**config.mk**
```make
export PLATFORM = sky130hd
export DESIGN_NAME = bmalloc_ctrl
export DESIGN_NICKNAME = d
export VERILOG_FILES = /design/src/rtl/bmalloc_pkg.sv /design/src/rtl/bmalloc_ctrl.sv
export SDC_FILE = /design/constraint.sdc
export NUM_CORES = 1
export LEC_CHECK = 0
export BUFFER_PORTS_ARGS = -buffer_cell sky130_fd_sc_hd__buf_4
export CORE_AREA = 2 2 39 41
export DETAILED_ROUTE_END_ITERATION = 8
export DIE_AREA = 0 0 41 43
export PLACE_DENSITY_LB_ADDON = 0.12
export RECOVER_POWER = 100
export SYNTH_ARGS = -nofsm -noshare
export SYNTH_HDL_FRONTEND = slang
export SYNTH_SLANG_ARGS = --single-unit
```
**constraint.sdc**
```tcl
create_clock -name clk -period 1.46 [get_ports clk]
set_clock_uncertainty 0.15 [all_clocks]
set_input_delay 0.219 -clock clk [delete_from_list [all_inputs] [get_ports clk]]
set_output_delay 0.219 -clock clk [all_outputs]
set_load 0.01 [all_outputs]
```
**src/rtl/bmalloc_pkg.sv**
```systemverilog
// Shared constants, command/status types and helpers for the bitmap allocator.
// Used by bmalloc_ctrl, bmalloc_dp and the top level; no dependencies.

package bmalloc_pkg;

  localparam int WORD_W    = 32;
  localparam int MAP_BITS  = 32768;
  localparam int MAP_WORDS = MAP_BITS / WORD_W;
  localparam int POS_W     = $clog2(WORD_W);
  localparam int WIDX_W    = $clog2(MAP_WORDS);
  localparam int BIT_W     = $clog2(MAP_BITS);
  localparam int CNT_W     = 11;
  localparam int MEM_AW    = WIDX_W + 1;
  localparam int MEM_DEPTH = 2 * MAP_WORDS;
  localparam int OP_W      = 2;
  localparam int CFG_IDX_W = 1;

  localparam logic [OP_W-1:0] OP_SET   = 2'd0;
  localparam logic [OP_W-1:0] OP_CLEAR = 2'd1;
  localparam logic [OP_W-1:0] OP_FIND  = 2'd2;

  localparam logic [CFG_IDX_W-1:0] REG_INODE_WORDS = 1'b0;
  localparam logic [CFG_IDX_W-1:0] REG_DATA_WORDS  = 1'b1;

  localparam logic [CNT_W-1:0] WORDS_RESET = CNT_W'(1024);

  typedef struct packed {
    logic clr_write;
    logic capture;
    logic rmw_read;
    logic rmw_write;
    logic scan_start;
    logic scan_step;
    logic finish;
    logic fin_found;
    logic fin_rerr;
  } bm_cmd_t;

  typedef struct packed {
    logic clr_last;
    logic is_setclr;
    logic is_find;
    logic in_range;
    logic limit_zero;
    logic has_zero;
    logic scan_last;
  } bm_sts_t;

  // Position of the lowest zero bit; only meaningful when the word has one.
  function automatic logic [POS_W-1:0] lowest_zero(input logic [WORD_W-1:0] w);
    logic [POS_W-1:0] pos;
    pos = '0;
    for (int i = WORD_W - 1; i >= 0; i--) begin
      if (!w[i]) pos = POS_W'(i);
    end
    return pos;
  endfunction

endpackage

```
**src/rtl/bmalloc_ctrl.sv**
```systemverilog
// Controller state machine for the bitmap allocator.
// Depends on bmalloc_pkg; drives bmalloc_dp through bm_cmd_t and reads bm_sts_t.

module bmalloc_ctrl
  import bmalloc_pkg::*;
(
  input  logic    clk,
  input  logic    rst_n,
  input  logic    start,
  output logic    busy,
  input  bm_sts_t sts,
  output bm_cmd_t cmd
);

  localparam logic [2:0] ST_CLEAR  = 3'd0;
  localparam logic [2:0] ST_IDLE   = 3'd1;
  localparam logic [2:0] ST_ISSUE  = 3'd2;
  localparam logic [2:0] ST_MODIFY = 3'd3;
  localparam logic [2:0] ST_SCAN   = 3'd4;

  logic [2:0] state_r;
  logic [2:0] state_nxt;

  always_ff @(posedge clk) begin
    if (!rst_n) begin
      state_r <= ST_CLEAR;
    end else begin
      state_r <= state_nxt;
    end
  end

  always_comb begin
    cmd       = '0;
    state_nxt = state_r;
    case (state_r)
      ST_CLEAR: begin
        cmd.clr_write = 1'b1;
        if (sts.clr_last) state_nxt = ST_IDLE;
      end
      ST_IDLE: begin
        if (start) begin
          cmd.capture = 1'b1;
          state_nxt   = ST_ISSUE;
        end
      end
      ST_ISSUE: begin
        if (sts.is_setclr && sts.in_range) begin
          cmd.rmw_read = 1'b1;
          state_nxt    = ST_MODIFY;
        end else if (sts.is_find && !sts.limit_zero) begin
          cmd.scan_start = 1'b1;
          state_nxt      = ST_SCAN;
        end else begin
          // Out-of-range set/clear, empty map find, or an unused opcode.
          cmd.finish   = 1'b1;
          cmd.fin_rerr = sts.is_setclr;
          state_nxt    = ST_IDLE;
        end
      end
      ST_MODIFY: begin
        cmd.rmw_write = 1'b1;
        cmd.finish    = 1'b1;
        state_nxt     = ST_IDLE;
      end
      ST_SCAN: begin
        if (sts.has_zero) begin
          cmd.finish    = 1'b1;
          cmd.fin_found = 1'b1;
          state_nxt     = ST_IDLE;
        end else if (sts.scan_last) begin
          cmd.finish = 1'b1;
          state_nxt  = ST_IDLE;
        end else begin
          cmd.scan_step = 1'b1;
        end
      end
      default: begin
        state_nxt = ST_CLEAR;
      end
    endcase
  end

  assign busy = (state_r != ST_IDLE);

endmodule

```
**Yosys cells after proc, flatten, opt, wreduce, memory -nomap -nowiden**

Cells that the tools add are included.

- Input port bits: 10
- Register bits: 3
- Word-level logic and storage cells: 43
- Output and inout port bits: 10

- Eq/ne operators: 8
- Multiplexer cells: 29
- Reductions and logical operators: 5

Operators with widths:

| kind | count |
|---|---|
| 1-bit two-way mux | 21 |
| 3-bit two-way mux | 6 |
| 3-bit case mux with 5 select lines | 1 |
| 3-bit by 2-bit == test with 1-bit output, second input constant | 2 |
| 2-bit inequality test, second input constant | 2 |
| 3-bit by 1-bit == test with 1-bit output, second input constant | 1 |
| 3-bit == test, second input constant | 1 |
| 3-bit zero test | 1 |
| 3-bit by 1-bit inequality test with 1-bit output, second input constant | 1 |
| 3-bit inequality test, second input constant | 1 |
| 1-bit case mux with 3 select lines | 1 |
| 3-bit AND reduction | 1 |
| 1-bit logical AND | 2 |
| 1-bit zero test | 1 |

**Longest topological paths before layout**

Gate-level depths: netlist of the first run.

- Word-level depth: 5
- Mapped depth: 5
- Mapped depth without buffers: 4

**Least setup slack after synthesis of the first run**

Ideal clock, no wire load.

- Kind: flip-flop to output port
- From: register state_r[1]
- To: output cmd[3] in the netlist's numbering
- Slack: 205 ps
- Stages on the path, launching flop included: 5
- Required time: 1,091 ps
- Data arrival time: 886 ps
- Path through: dfxtp_1 > buf_4 > nor2_2 > nand2_1 > nor3_1

RTL lines:

| what | line | RTL |
|---|---|---|
| start, declared | bmalloc_ctrl.sv:21 | `logic [2:0] state_r;` |
| start signal, assigned | bmalloc_ctrl.sv:28 | `state_r <= state_nxt;` |
| end, declared | bmalloc_ctrl.sv:12 | `output bm_cmd_t cmd` |

==> impl_metrics.toml, run 1 <==
[status]
outcome = "finished, violations left"
violations = "negative setup slack"

[grt]
antenna_found_initial = 0
top_usage_layer = "met1"
first_global_vias = 336
grtUsageMet2_pct = 15.00
grt_use_total_pct = 11.23
grt_max_degree = 11
grt_pass1_wl_um = 1380
gr-usage-met1_pct = 15.38
grt_util_met3_pct = 5.236
grt-ovfl-total = 0

[floorplanning]
die_area_um2 = 1763
die_w_um = 41
rows = 14
start_util_pct = 20.71
die_y_um = 43
ios = 20
core_area_um2 = 1384

[critical_path]
r2r-start = "state_r[0]"
cp-start-kind = "flip-flop"
reg2reg_depth = 5
r2r_end = "state_r[0]"
crit_start = "state_r[2]"
cp.required_ns = 1.09
crit_type = "reg -> out"
reg2reg_setup_slack_ns = 0.05
cp_max_fo = 5
cp.arrival_ns = 1.11
cp-endpoint = "cmd[0]"
setup.worst_path.end_class = "output pin"

[synthesis]
synth_seq_cells = 3
ys_types = 22
postSynthCellCount = 42
ys_seq_area_share_pct = 20.96
synth.net_count = 52
synth_area_um2 = 286.5
avgSynthCellArea_um2 = 6.822
yosysWarnings = 0

[detailed_routing]
drc_errors = 0
first_pass_iters = 2
viasPerCell = 4.607
drt_iter0_markers = 3
routed_wl_um = 933
vias = 410
wire_per_inst_um = 10.48
drtAntennaViolNets = 0

[sta]
tns_ns = -0.02406
setup_viol = 2
finalHoldViolCount = 0
finalWorstSetupSlack_ns = -0.02381
rsz0062_at_grt = "true"
worst_pin_slew_ns = 0.2302
slew-limit-headroom_pct = 84.62
slew_viol_final = 0
fin_crit_ns = 1.484
clock.fmax_mhz = 673.9
period_share_pct = 101.6

[cts]
cts_tree = "built"
clock_path_buffers = 2
holdBufCountCts = 0
cts_buffers = 3
clkTransAtPathRegs_ns = 0.04
cts_root_buffer = "clkbuf_4"
clock_sinks = 3
htree_levels = 1
clock_latency_ns = 0.23

[placed_design]
port_buffers = 19
finalWeightedCongestion = 0.6970
post-dp-hpwl_um = 677.3

[power_and_ir_drop]
p_leak_nw = 0.2738
finalPower_w = 0.0004679
p_per_area_nw_per_um2 = 802.5
ir_drop_mv = 0.5457

[hold_path]
hold_start = "start"
hold_path_class = "in -> reg"

[final_layout]
syn2layout_area_growth_pct = 103.5
final_nets = 84
antenna_cells = 0
drive_gt1_share_pct = 57.53
top_regs = "state_r (3)"
top_register = "state_r"
nFillCells = 153
largest_reg_flops = 3

[flow_run]
cap_violations = 0
-- Yosys cell counts --
cell | number | share of area [%]
o22ai_1 | 1 | 2.2
a21oi_1 | 2 | 3.5
inv_1 | 3 | 3.9
nand2_1 | 5 | 6.6
and2_1 | 1 | 2.2
dfxtp_1 | 3 | 21
a2bb2oi_1 | 1 | 3.1
nand3_1 | 2 | 3.5
o21ai_0 | 1 | 1.7
nor2_2 | 1 | 2.2
buf_4 | 2 | 5.2
o32ai_1 | 1 | 3.1
and3_1 | 2 | 4.4
nand2b_4 | 1 | 4.8
and4bb_1 | 1 | 4.4
nor2b_1 | 1 | 2.2
o32a_1 | 1 | 3.5
nand2b_1 | 1 | 2.2
nor3_1 | 5 | 8.7
nor2_1 | 5 | 6.6
a211oi_1 | 1 | 2.6
o211ai_1 | 1 | 2.6
-- metrics by stage --
step / cell area (um^2) / util, % / hold WS, ns / worst slack (ns) / instances
2_1_floorplan: 286.5 / - / 0.1886 / 0.2048 / 42
3_3_place_gp: 456.7 / 33.00 / 0.2939 / 0.01329 / 78
3_5_place_dp: 456.7 / 33.00 / 0.2937 / 0.02575 / 78
4_1_cts: 526.8 / 38.07 / 0.05486 / -0.05075 / 84
5_1_grt: 583.1 / 42.13 / 0.05522 / -0.07757 / 89
6_report: 583.1 / 42.13 / 0.05498 / -0.02381 / 89
-- power breakdown --
group / total, W / internal [W] / switching [W]
combinational: 0.000208 / 0.000114 / 0.0000931
sequential: 0.000118 / 0.0000940 / 0.0000240
clock: 0.000142 / 0.000102 / 0.0000401
total: 0.000468 / 0.000311 / 0.000157
-- area by class of cell --
cell class	count	area, um^2	area share, %
Tap cell	16	20.02	3.433
Sequential cell	3	71.32	12.23
Inverter	3	11.26	1.931
Timing Repair Buffer	29	217.7	37.34
Multi-Input combinational cell	34	236.5	40.56
Clock buffer	4	26.28	4.506
-- worst min-delay path by stage --
stage / depth (start not counted) / to / slack (ns)
after floorplan: 1 / state_r[0] / 0.19
after global placement: 2 / state_r[0] / 0.29
after detailed placement: 2 / state_r[0] / 0.29
after CTS: 2 / state_r[0] / 0.05
after global routing: 2 / state_r[0] / 0.06
final: 2 / state_r[0] / 0.05
-- metal layers --
metal	wire length, um	part of all wire, %
met5	0	0
met1	398	43
met2	463	50
met4	0	0
met3	70	7.5
-- layout by cell type (no fill, tap or decap), drive strengths merged --
master	netlist	routed
buf	2	27
clkbuf	0	6
nor2	6	6
nor3	5	5
nand2	5	5
inv	3	3
dfxtp	3	3
a21oi	2	2
nand3	2	2
and3	2	2
nand2b	2	2
nor2b	1	1
o22ai	1	1
and4bb	1	1
o211ai	1	1
and2	1	1
a211oi	1	1
o21ai	1	1
o32a	1	1
o32ai	1	1
a2bb2oi	1	1
-- kinds of logic (layout without fill, tap and decap cells) --
family                 Yosys count  count (layout)  share of synthesized area [%]
AO/OA/AOI/OAI                    9               9                          22.27
buffers and inverters            5              36                          9.168
flip-flops                       3               3                          20.96
AND/OR/NAND/NOR                 25              25                          47.60
-- critical path, cell delays in order (launching register included) --
cell      delay [ns]
dfxtp_4         0.34
nand2b_4        0.16
nor2_4          0.08
and4bb_1        0.19
buf_4           0.11
-- what timing repair did --
item                       4_1_cts  5_1_grt
setup endpoints to repair        9        8
setup buffers                    2        5
gates resized for setup         11        6
pin swaps                        2        4
(Power assumes the default switching activity.)
==> run 2, diff against run 1 <==
--- a/config.mk
+++ b/config.mk
@@ -6,9 +6,11 @@
 export NUM_CORES = 1
 export LEC_CHECK = 0
 export BUFFER_PORTS_ARGS = -buffer_cell sky130_fd_sc_hd__buf_4
-export CORE_AREA = 2 2 39 41
+export CELL_PAD_IN_SITES_DETAIL_PLACEMENT = 1
+export CELL_PAD_IN_SITES_GLOBAL_PLACEMENT = 2
+export CORE_AREA = 2 2 45 47
 export DETAILED_ROUTE_END_ITERATION = 8
-export DIE_AREA = 0 0 41 43
+export DIE_AREA = 0 0 47 49
 export PLACE_DENSITY_LB_ADDON = 0.12
 export RECOVER_POWER = 100
 export SYNTH_ARGS = -nofsm -noshare
==> impl_metrics.toml, run 2 (synthesis results as in run 1) <==
[status]
outcome = "finished, violations left"
violations = "negative setup slack"

[sta]
worst_pin_slew_ns = 0.2522
clock.fmax_mhz = 667.4
finalHoldViolCount = 0
rsz0062_at_grt = "true"
slew_viol_final = 0
setup_viol = 3
tns_ns = -0.06443
finalWorstSetupSlack_ns = -0.03830
fin_crit_ns = 1.498
period_share_pct = 102.6
slew-limit-headroom_pct = 83.15

[critical_path]
cp_slowest_stage_delay_ns = 0.35
cp-start-kind = "flip-flop"
cp_max_fo = 5
setup.worst_path.end_class = "output pin"
crit_type = "reg -> out"
timing.critical_path.buf_inv = 1
cp.required_ns = 1.09
crit_chain = "nand2b_4, nor2_4, and4bb_1, buf_4"
path_delay_family = "simple AND/OR/NAND/NOR gates"
critical-path-slowest-cell = "dfxtp_4"
cp.arrival_ns = 1.13

[grt]
grt_pass1_wl_um = 1780
antenna_found_initial = 0
grt-ovfl-total = 0
grt_use_total_pct = 10.66
grt_max_degree = 8
first_global_vias = 416

[detailed_routing]
viasPerCell = 4.144
drt_iter0_markers = 5
routed_wl_um = 1105
vias = 402
drc_errors = 0
drtAntennaViolNets = 0
first_pass_iters = 2
wire_per_inst_um = 11.39

[cts]
cts_buffers = 3
cts_tree = "built"
holdBufCountCts = 0
clock_latency_ns = 0.24
clock_path_buffers = 2
htree_levels = 1
clock_sinks = 3
clkTransAtPathRegs_ns = 0.04
cts_root_buffer = "clkbuf_4"

[final_layout]
nFillCells = 237
final_cell_mix = "buf_4, nor3_1, nor2_1, nand2_1, clkbuf_4"
largest_reg_flops = 3
drive_gt1_share_pct = 61.43
multi_input_area_um2 = 252.7
fin_area_um2 = 594.3
register_area_um2 = 71.32
layout.cells.non_filler = 97
antenna_cells = 0
top_register = "state_r"
syn2layout_area_growth_pct = 107.4
final_nets = 81
final_common_cell = "buf_4"
top_regs = "state_r (3)"

[placed_design]
post-dp-hpwl_um = 846
finalWeightedCongestion = 0.6295
port_buffers = 19
placed_cell_area_um2 = 478.0
dp_slack_ns = -0.005219
placedCellCount = 90

[floorplanning]
core_area_um2 = 1842
rows = 16
die_y_um = 49
ios = 20
start_util_pct = 15.56
die_w_um = 47
die_area_um2 = 2303

[power_and_ir_drop]
ir_drop_mv = 0.3364
p_per_area_nw_per_um2 = 809.8
p_leak_nw = 0.2679

[flow_run]
cap_violations = 0

[hold_path]
hold_path_class = "in -> reg"
-- run 2: cell count changes in the layout (fill, tap and decap cells not counted), sizes merged --
cell    change
buf         -2
clkbuf      -1
-- run 2: timing repair --
action / 4_1_cts / 5_1_grt
hold endpoints to repair: 0 / 0
resized for setup: 10 / 10
buffers inserted: 2 / 1
pin swaps: 1 / 5
endpoints found under the setup margin: 12 / 11
-- run 2: layer usage --
metal	wire [um]	part of all wire, %	global-route usage [%]	up-vias
met5	0	0	0	-
met4	0	0	4.167	0
met3	63	5.7	4.074	0
met2	538	49	16.44	14
met1	504	46	12.95	182
li1	-	-	-	206
-- run 2: path summary, 6_finish.rpt --
kind,start,to,slack [ns],cells past startpoint
setup / recovery,state_r[2],cmd[0],-0.04,4
hold / removal,start,state_r[0],0.05,2
setup reg to reg,state_r[0],state_r[0],0.04,5
hold reg to reg,state_r[2],state_r[0],0.48,3
-- run 2: layout make-up --
cell class	count	area share, %
clock buffers	4	4.421
multi-input cells	34	42.53
repair buffers	26	33.47
flip-flops and latches	3	12.00
well taps	27	5.684
inverters	3	1.895
-- run 2: stage by stage --
| stage | hold WS, ns | utilization (%) | power (W) |
|---|---|---|---|
| 2_1_floorplan | 0.1886 | - | 0.0002078 |
| 3_3_place_gp | 0.2945 | 25.95 | 0.0002866 |
| 3_5_place_dp | 0.2926 | 25.95 | 0.0002852 |
| 4_1_cts | 0.03392 | 29.69 | 0.0004614 |
| 5_1_grt | 0.04211 | 32.27 | 0.0005240 |
| 6_report | 0.04558 | 32.27 | 0.0004813 |
-- run 2: report_power, final --
| group | switching (W) | internal, W | leakage [nW] |
|---|---|---|---|
| combinational | 0.000102 | 0.000111 | 0.226 |
| sequential | 0.0000276 | 0.0000941 | 0.0267 |
| clock | 0.0000449 | 0.000102 | 0.0150 |
